### src/hw/rtl/bfa_pkg.sv
// Shared types and constants for the bitmap frame allocator.
// No dependencies; used by the engine, the top level, the checker and the bench.
`default_nettype none

package bfa_pkg;

    localparam int CFG_W     = 17;
    localparam int CFG_IDX_W = 1;
    localparam int REGION_W  = 64;
    localparam int PHYS_W    = 32;
    localparam int FRAME_SHIFT = 12;
    localparam int PHYS_IDX_W  = PHYS_W - FRAME_SHIFT;
    localparam int REGION_IDX_W = REGION_W - FRAME_SHIFT;

    localparam logic [REGION_W-1:0] FRAME_MASK = 64'h0000_0000_0000_0FFF;

    localparam logic [CFG_W-1:0] FRAME_COUNT_RST    = 17'h1_0000;
    localparam logic [CFG_W-1:0] RESERVED_COUNT_RST = 17'h0_0001;

    localparam logic [CFG_IDX_W-1:0] REG_FRAME_COUNT    = 1'b0;
    localparam logic [CFG_IDX_W-1:0] REG_RESERVED_COUNT = 1'b1;

    typedef enum logic [2:0] {
        MODE_INIT        = 3'd0,
        MODE_FREE_REGION = 3'd1,
        MODE_RESERVE     = 3'd2,
        MODE_ALLOC       = 3'd3,
        MODE_FREE_FRAME  = 3'd4
    } t_mode;

    typedef enum logic [1:0] {
        OP_CLEAR,
        OP_SET,
        OP_ALLOC
    } t_op;

    typedef enum logic [2:0] {
        ST_IDLE,
        ST_PREP,
        ST_DIV,
        ST_RUN,
        ST_DONE
    } t_state;

    typedef struct packed {
        logic [CFG_W-1:0] frame_count;
        logic [CFG_W-1:0] reserved_count;
    } t_cfg;

endpackage

`default_nettype wire

### src/hw/rtl/bfa_div.sv
// Frame index split into map word index and bit offset, registered once.
// No dependencies; the divisor is the map word width and must be a power of two.
`default_nettype none

module bfa_div #(
    parameter int DW      = 17,
    parameter int DIVISOR = 32,
    parameter int RW      = $clog2(DIVISOR) + 1
) (
    input  wire logic          i_clk,
    input  wire logic          i_rst_n,
    input  wire logic          i_start,
    input  wire logic [DW-1:0] i_dividend,
    output logic               o_done,
    output logic      [DW-1:0] o_quot,
    output logic      [RW-1:0] o_rem
);

    localparam int SH = $clog2(DIVISOR);

    logic          r_done;
    logic [DW-1:0] r_quot;
    logic [RW-1:0] r_rem;

    // word index is a shift, bit offset the low bits; result in the cycle after start
    always_ff @(posedge i_clk) begin
        if (!i_rst_n) begin
            r_done <= 1'b0;
        end else begin
            r_done <= i_start;
            if (i_start) begin
                r_quot <= i_dividend >> SH;
                r_rem  <= RW'(i_dividend[SH-1:0]);
            end
        end
    end

    assign o_done = r_done;
    assign o_quot = r_quot;
    assign o_rem  = r_rem;

endmodule

`default_nettype wire

### src/hw/rtl/bfa_engine.sv
// Request sequencer: decodes a transaction into a frame range, then sweeps the
// map RAM word by word (read, modify, write back). Uses bfa_pkg and bfa_div.
`default_nettype none

module bfa_engine #(
    parameter int MAX_FRAMES    = 65536,
    parameter int MAP_WORD_BITS = 32,
    parameter int WORDS = (MAX_FRAMES + MAP_WORD_BITS - 1) / MAP_WORD_BITS,
    parameter int WAW   = (WORDS > 1) ? $clog2(WORDS) : 1
) (
    input  wire logic                         i_clk,
    input  wire logic                         i_rst_n,
    input  wire bfa_pkg::t_cfg                i_cfg,
    input  wire logic                         i_start,
    input  wire logic [2:0]                   i_mode,
    input  wire logic [bfa_pkg::REGION_W-1:0] i_region_base,
    input  wire logic [bfa_pkg::REGION_W-1:0] i_region_length,
    input  wire logic [bfa_pkg::PHYS_W-1:0]   i_phys_addr,
    output logic                              o_busy,
    output logic                              o_valid,
    output logic [bfa_pkg::PHYS_W-1:0]        o_frame_addr,
    output logic                              o_found,
    output logic                              o_ram_we,
    output logic [WAW-1:0]                    o_ram_waddr,
    output logic [MAP_WORD_BITS-1:0]          o_ram_wdata,
    output logic                              o_ram_re,
    output logic [WAW-1:0]                    o_ram_raddr,
    input  wire logic [MAP_WORD_BITS-1:0]     i_ram_rdata
);

    import bfa_pkg::*;

    localparam int WB   = MAP_WORD_BITS;
    localparam int TB   = WORDS * WB;
    localparam int FW   = $clog2(TB + 1);
    localparam int FW1  = FW + 1;
    localparam int CW   = (CFG_W > FW) ? CFG_W : FW;
    localparam int CMPW = (PHYS_IDX_W > FW) ? PHYS_IDX_W : FW;
    localparam int BW   = $clog2(WB);
    localparam int RW   = $clog2(WB) + 1;
    localparam int XW   = FW + PHYS_IDX_W;

    t_state r_state, n_state;

    t_mode                   r_mode;
    logic [REGION_IDX_W-1:0] r_start_f;
    logic [REGION_IDX_W-1:0] r_end_f;
    logic [PHYS_IDX_W-1:0]   r_frame_i;

    t_op           r_op;
    logic [FW-1:0] r_lo, r_hi;

    logic           r_iss_more;
    logic [WAW-1:0] r_iss_addr;
    logic [FW-1:0]  r_iss_base;
    logic           r_pend;
    logic [WAW-1:0] r_pend_addr;
    logic [FW-1:0]  r_pend_base;

    logic              r_found;
    logic [PHYS_W-1:0] r_frame_addr;

    logic accept;
    logic [REGION_W-1:0] sum_start, sum_end;

    logic [CW-1:0] fc_w, rc_w;
    logic [FW-1:0] lim, res_n;

    logic [FW-1:0] n_lo, n_hi;
    logic          n_act;
    t_op           n_op;
    logic [REGION_IDX_W-1:0] hi52;

    logic          div_start, div_done;
    logic [FW-1:0] div_quot;
    logic [RW-1:0] div_rem;

    logic [FW1-1:0] nxt_base;
    logic           more_nxt;
    logic [WB-1:0]  mask, cand, low;
    logic [BW-1:0]  idx_off;
    logic           alloc_hit;
    logic           run_end;
    logic [FW-1:0]  hit_frame;
    logic [XW-1:0]  hit_ext;
    logic [FW1-1:0] fb;

    assign accept    = i_start && o_busy == 1'b0;
    assign sum_start = i_region_base + FRAME_MASK;
    assign sum_end   = i_region_base + i_region_length;

    // register values above the map size act as the map size
    always_comb begin
        fc_w  = CW'(i_cfg.frame_count);
        rc_w  = CW'(i_cfg.reserved_count);
        lim   = (fc_w > CW'(MAX_FRAMES)) ? FW'(MAX_FRAMES) : FW'(fc_w);
        res_n = (rc_w > CW'(MAX_FRAMES)) ? FW'(MAX_FRAMES) : FW'(rc_w);
    end

    // frame range [lo, hi) and operation for the latched transaction
    always_comb begin
        n_lo  = '0;
        n_hi  = '0;
        n_act = 1'b0;
        n_op  = OP_CLEAR;
        hi52  = (r_end_f > REGION_IDX_W'(lim)) ? REGION_IDX_W'(lim) : r_end_f;
        case (r_mode)
            MODE_INIT: begin
                n_hi  = FW'(TB);
                n_act = 1'b1;
                n_op  = OP_SET;
            end
            MODE_FREE_REGION: begin
                n_lo  = FW'(r_start_f);
                n_hi  = FW'(hi52);
                n_act = (r_start_f < hi52);
            end
            MODE_RESERVE: begin
                // frame 0 is always marked
                n_hi  = (res_n == '0) ? FW'(1) : res_n;
                n_act = 1'b1;
                n_op  = OP_SET;
            end
            MODE_ALLOC: begin
                n_hi  = lim;
                n_act = (lim != '0);
                n_op  = OP_ALLOC;
            end
            MODE_FREE_FRAME: begin
                n_lo  = FW'(r_frame_i);
                n_hi  = FW'(FW'(r_frame_i) + FW'(1));
                n_act = (CMPW'(r_frame_i) < CMPW'(lim));
            end
            default: begin
                n_act = 1'b0;
            end
        endcase
    end

    assign div_start = (r_state == ST_PREP) && n_act;

    bfa_div #(
        .DW      (FW),
        .DIVISOR (WB),
        .RW      (RW)
    ) u_div (
        .i_clk      (i_clk),
        .i_rst_n    (i_rst_n),
        .i_start    (div_start),
        .i_dividend (n_lo),
        .o_done     (div_done),
        .o_quot     (div_quot),
        .o_rem      (div_rem)
    );

    // word datapath: mask of frames in range for the word whose data is back
    always_comb begin
        mask = '0;
        for (int b = 0; b < WB; b++) begin
            fb      = FW1'(r_pend_base) + FW1'(b);
            mask[b] = (fb >= FW1'(r_lo)) && (fb < FW1'(r_hi));
        end
        cand = ~i_ram_rdata & mask;
        low  = cand & WB'(~cand + WB'(1));
        idx_off = '0;
        for (int b = 0; b < WB; b++) begin
            if (low[b]) begin
                idx_off = idx_off | BW'(b);
            end
        end
        alloc_hit = (r_state == ST_RUN) && r_pend && (r_op == OP_ALLOC) && (cand != '0);
        hit_frame = FW'(r_pend_base + FW'(idx_off));
        hit_ext   = XW'(hit_frame);
        nxt_base  = FW1'(r_iss_base) + FW1'(WB);
        more_nxt  = (nxt_base < FW1'(r_hi)) && (r_iss_addr != WAW'(WORDS - 1));
        run_end   = alloc_hit || !r_iss_more;
    end

    always_comb begin
        o_ram_re    = (r_state == ST_RUN) && r_iss_more;
        o_ram_raddr = r_iss_addr;
        o_ram_we    = (r_state == ST_RUN) && r_pend && (r_op != OP_ALLOC || alloc_hit);
        o_ram_waddr = r_pend_addr;
        case (r_op)
            OP_CLEAR: o_ram_wdata = i_ram_rdata & ~mask;
            OP_SET:   o_ram_wdata = i_ram_rdata | mask;
            OP_ALLOC: o_ram_wdata = i_ram_rdata | low;
            default:  o_ram_wdata = i_ram_rdata;
        endcase
    end

    // next state
    always_comb begin
        n_state = r_state;
        case (r_state)
            ST_IDLE, ST_DONE: n_state = i_start ? ST_PREP : ST_IDLE;
            ST_PREP:          n_state = n_act ? ST_DIV : ST_DONE;
            ST_DIV:           n_state = div_done ? ST_RUN : ST_DIV;
            ST_RUN:           n_state = run_end ? ST_DONE : ST_RUN;
            default:          n_state = ST_IDLE;
        endcase
    end

    // outputs
    always_comb begin
        o_busy  = 1'b1;
        o_valid = 1'b0;
        case (r_state)
            ST_IDLE: o_busy = 1'b0;
            ST_DONE: begin
                o_busy  = 1'b0;
                o_valid = 1'b1;
            end
            default: o_busy = 1'b1;
        endcase
    end

    assign o_found      = r_found;
    assign o_frame_addr = r_frame_addr;

    always_ff @(posedge i_clk) begin
        if (!i_rst_n) begin
            r_state    <= ST_IDLE;
            r_iss_more <= 1'b0;
            r_pend     <= 1'b0;
            r_found    <= 1'b0;
        end else begin
            r_state <= n_state;
            if (accept) begin
                r_mode       <= t_mode'(i_mode);
                r_start_f    <= sum_start[REGION_W-1:FRAME_SHIFT];
                r_end_f      <= sum_end[REGION_W-1:FRAME_SHIFT];
                r_frame_i    <= i_phys_addr[PHYS_W-1:FRAME_SHIFT];
                r_found      <= 1'b0;
                r_frame_addr <= '0;
            end
            if (r_state == ST_PREP) begin
                r_lo <= n_lo;
                r_hi <= n_hi;
                r_op <= n_op;
            end
            if (r_state == ST_DIV && div_done) begin
                r_iss_addr <= WAW'(div_quot);
                r_iss_base <= FW'(r_lo - FW'(div_rem));
                r_iss_more <= 1'b1;
                r_pend     <= 1'b0;
            end
            if (r_state == ST_RUN) begin
                // the read issued alongside a hit is dropped
                r_pend      <= r_iss_more && !alloc_hit;
                r_pend_addr <= r_iss_addr;
                r_pend_base <= r_iss_base;
                if (r_iss_more) begin
                    r_iss_addr <= WAW'(r_iss_addr + WAW'(1));
                    r_iss_base <= FW'(nxt_base);
                    r_iss_more <= more_nxt && !alloc_hit;
                end
                if (alloc_hit) begin
                    r_found      <= 1'b1;
                    r_frame_addr <= {hit_ext[PHYS_IDX_W-1:0], FRAME_SHIFT'(0)};
                end
            end
        end
    end

endmodule

`default_nettype wire

### config.mk
export PLATFORM = sky130hd
export DESIGN_NAME = bfa_engine
export DESIGN_NICKNAME = d
export VERILOG_FILES = /design/src/hw/rtl/bfa_pkg.sv /design/src/hw/rtl/bfa_div.sv /design/src/hw/rtl/bfa_engine.sv
export SDC_FILE = /design/constraint.sdc
export NUM_CORES = 2
export LEC_CHECK = 0
export BUFFER_PORTS_ARGS = -buffer_cell sky130_fd_sc_hd__buf_2
export CORE_MARGIN = 2
export CORE_UTILIZATION = 32
export CTS_BUF_LIST = sky130_fd_sc_hd__clkbuf_8
export DETAILED_ROUTE_END_ITERATION = 10
export REMOVE_ABC_BUFFERS = 1
export SYNTH_ARGS = -nofsm -noshare
export SYNTH_HDL_FRONTEND = slang
export SYNTH_SLANG_ARGS = --single-unit
### constraint.sdc
create_clock -name i_clk -period 8.95 [get_ports i_clk]
set_clock_uncertainty 0.1 [all_clocks]
set_input_delay 0.4475 -clock i_clk [delete_from_list [all_inputs] [get_ports i_clk]]
set_output_delay 0.4475 -clock i_clk [all_outputs]
set_load 0.01 [all_outputs]
==> results.toml <==
[outcome]
status = "complete, no violations"

[timing]
relSlewSlack = 0.1675
finalHoldViolations = 0
slew_viol_final = 0
setup-tns-final_ps = 0
setup_viol = 0
rsz0062_at_grt = "false"
period_share = 0.9096
min_period_ps = 8141
tightest_slew_ps = 1246
holdWs_ps = 61.17
fmax_ghz = 0.1228

[clock_tree]
clkTransAtPathRegs_ps = 70
cts_tree = "done"
htree_levels = 2
post_cts_buffers = 0
clockBufferDepth = 3
cts_buffers = 48
clock_latency_ps = 630
cts.sinks = 274
cts-root-buf = "clkbuf_8"

[global_route]
antenna_found_initial = 21
grt_remaining_overflow = 0
grt_pass1_vias = 43090
grt_pass1_wl_mm = 287.1
grt_max_degree = 66
globalRouteTotalUtil = 0.2717

[setup_path]
crit_slowest_cell = "ha_1"
arrival_ps = 8380
endpoint = "o_frame_addr[22]"
crit_fanout = 8
regToRegStartpoint = "r_pend_base[3]"
timing.rr.end = "o_frame_addr[22]"
crit_type = "reg -> reg"
end_kind = "register"
crit_path_start = "r_pend_base[3]"
critPathTopFamily = "simple AND/OR/NAND/NOR gates"
cp.depth = 32
critPathMaxStageDelay_ps = 770
rr_worst_depth = 32
cp-start-kind = "register"
cp_data_required_time_ps = 9190
reg2reg_slack_ps = 810
path_buf_inv = 7

[logic_synthesis]
ys_seq_area_frac = 0.1827
synth_area_um2 = 44650
synth_edf_count = 267
synth.distinct_cells = 104
avgSynthCellArea_um2 = 8.633
synthArstFlopShare = 0
ys_seq_elements = 274
netlist_instances = 5172
synthFlopType = "edfxtp_1"
synth-warning-count = 0

[die]
die_y_um = 377.5
rows = 137
initial_core_util = 0.3212
core-area_um2 = 139000
die_x_um = 377.5
die_area_um2 = 142500
pin_count = 323

[pwr]
p_per_area_nw_per_um2 = 79.59
vdd_drop_max_mv = 0.1008
power_mw = 4.093
leakagePower_nw = 23.53

[finish]
finish.net_count = 7014
stdcell_count = 7609
final_cell_mix = "ha_1 (1,087), nor2_1 (449), a21oi_1 (375)"
area_growth_syn_to_layout_pct = 15.18
fin_util = 0.3700
final_common_cell = "ha_1"
layout-drive-gt1-share = 0.1244

[min_path]
hp-start = "i_region_base[18]"
hold_class = "in -> reg"

[detailed_routing]
wl_mm = 200.2
wl_per_cell_um = 26.30
drt-initial-drc-count = 4238
ant_nets = 0
drcViolationCount = 0
via_count = 44260
via_per_inst = 5.817
first_pass_iters = 7

[place]
dp_hpwl_mm = 151.1
portBuffers = 310
gp_congestion = 1.037
dpl.cell_count = 7494

[run]
cap_violations = 0
## worst reg2reg max path, delay by kind of cell, from the launching register on
kind / cells / cell delay (ps)
simple gates: 10 / 2130
compound gates: 8 / 1870
fa+ha+maj: 4 / 1670
buf+inv: 7 / 1210
flops: 1 / 430
xor+xnor: 2 / 360
mux: 1 / 90
## cell usage after synthesis (all sizes together), types with 9 or more instances
| cell type | instances | area share |
|---|---|---|
| a22oi | 9 | 0.0015 |
| a211o | 25 | 0.0049 |
| o2111ai | 16 | 0.0031 |
| nor3 | 85 | 0.010 |
| a2111oi | 31 | 0.0068 |
| nand3b | 11 | 0.0019 |
| or2 | 18 | 0.0025 |
| a21boi | 18 | 0.0031 |
| a211oi | 60 | 0.010 |
| clkbuf | 101 | 0.0085 |
| a22o | 19 | 0.0037 |
| o21ai | 269 | 0.030 |
| mux2i | 33 | 0.0074 |
| buf | 51 | 0.0057 |
| edfxtp | 267 | 0.18 |
| a31oi | 47 | 0.0069 |
| o22ai | 23 | 0.0032 |
| nand2 | 344 | 0.029 |
| o211ai | 53 | 0.0090 |
| nor2 | 454 | 0.039 |
| o31ai | 20 | 0.0034 |
| and3 | 52 | 0.0073 |
| o221ai | 15 | 0.0029 |
| xor2 | 261 | 0.051 |
| nor4 | 44 | 0.0065 |
| xnor2 | 280 | 0.055 |
| nor2b | 82 | 0.012 |
| and4 | 20 | 0.0040 |
| nand4 | 120 | 0.017 |
| nand3 | 145 | 0.017 |
| o21bai | 18 | 0.0030 |
| a21o | 223 | 0.037 |
| a21oi | 378 | 0.043 |
| o21a | 69 | 0.012 |
| ha | 1087 | 0.30 |
| or3 | 22 | 0.0031 |
| nand2b | 38 | 0.0053 |
| and2 | 29 | 0.0041 |
| a222oi | 10 | 0.0022 |
| inv | 206 | 0.017 |
## report_power, final
part           internal [mW]  switching [mW]  leakage [nW]
combinational          0.481           0.736          20.4
sequential              1.50          0.0499          2.57
clock                  0.753           0.574         0.553
total                   2.73            1.36          23.5
## timing repair
item | 4_1_cts | 5_1_grt
hold buffers | 25 | 0
resized for setup | 0 | 0
hold endpoints to repair | 25 | 0
## routing by layer
layer,part of all wire,GRT usage
met1,0.42,0.3518
met2,0.43,0.4300
met3,0.10,0.05991
met4,0.053,0.1211
met5,0.00086,0
## metrics by stage
stage,worst slack [ps],area (µm²)
finish,808.9,51430
global route,546.7,51430
CTS,1065,51430
detailed placement,1088,50090
global placement,1239,50090
floorplan,763.1,44140
## final cells by class
type                       instances  area (µm²)
antenna                            1       2.502
clock buffer                      49       674.4
clock inverter                    40       414.1
fill                           14230       87590
inverter                         207       779.5
multi-input combinational       4573       35250
sequential                       274        8158
tap                             1876        2347
timing repair buffer             589        3809
## registers in the layout (all words and copies together), names as in the netlist, 17 cells and up
| name | flops |
|---|---|
| o_frame_addr | 32 |
| r_end_f | 52 |
| r_frame_i | 20 |
| r_hi | 17 |
| r_iss_base | 17 |
| r_lo | 17 |
| r_pend_base | 17 |
| r_start_f | 52 |
## cell families after synthesis
group	synth area share
AOI/OAI and AO/OA	0.2043
other	0.00008399
DFF	0.1827
buffers and inverters	0.03166
xor gates and xnor gates	0.1061
muxes	0.007398
and+or+nand+nor	0.1622
adders and majority gates	0.3055
## worst min-delay path by stage
stage,cells past startpoint,to,slack [ps]
3_5_place_dp,0,r_pend_base[1],380
6_report,2,r_start_f[6],60
4_1_cts,2,r_start_f[6],10
3_3_place_gp,2,o_found,340
5_1_grt,2,r_start_f[7],50
2_1_floorplan,0,r_pend_base[0],340
Note: power is estimated with default switching activity, not from simulation.
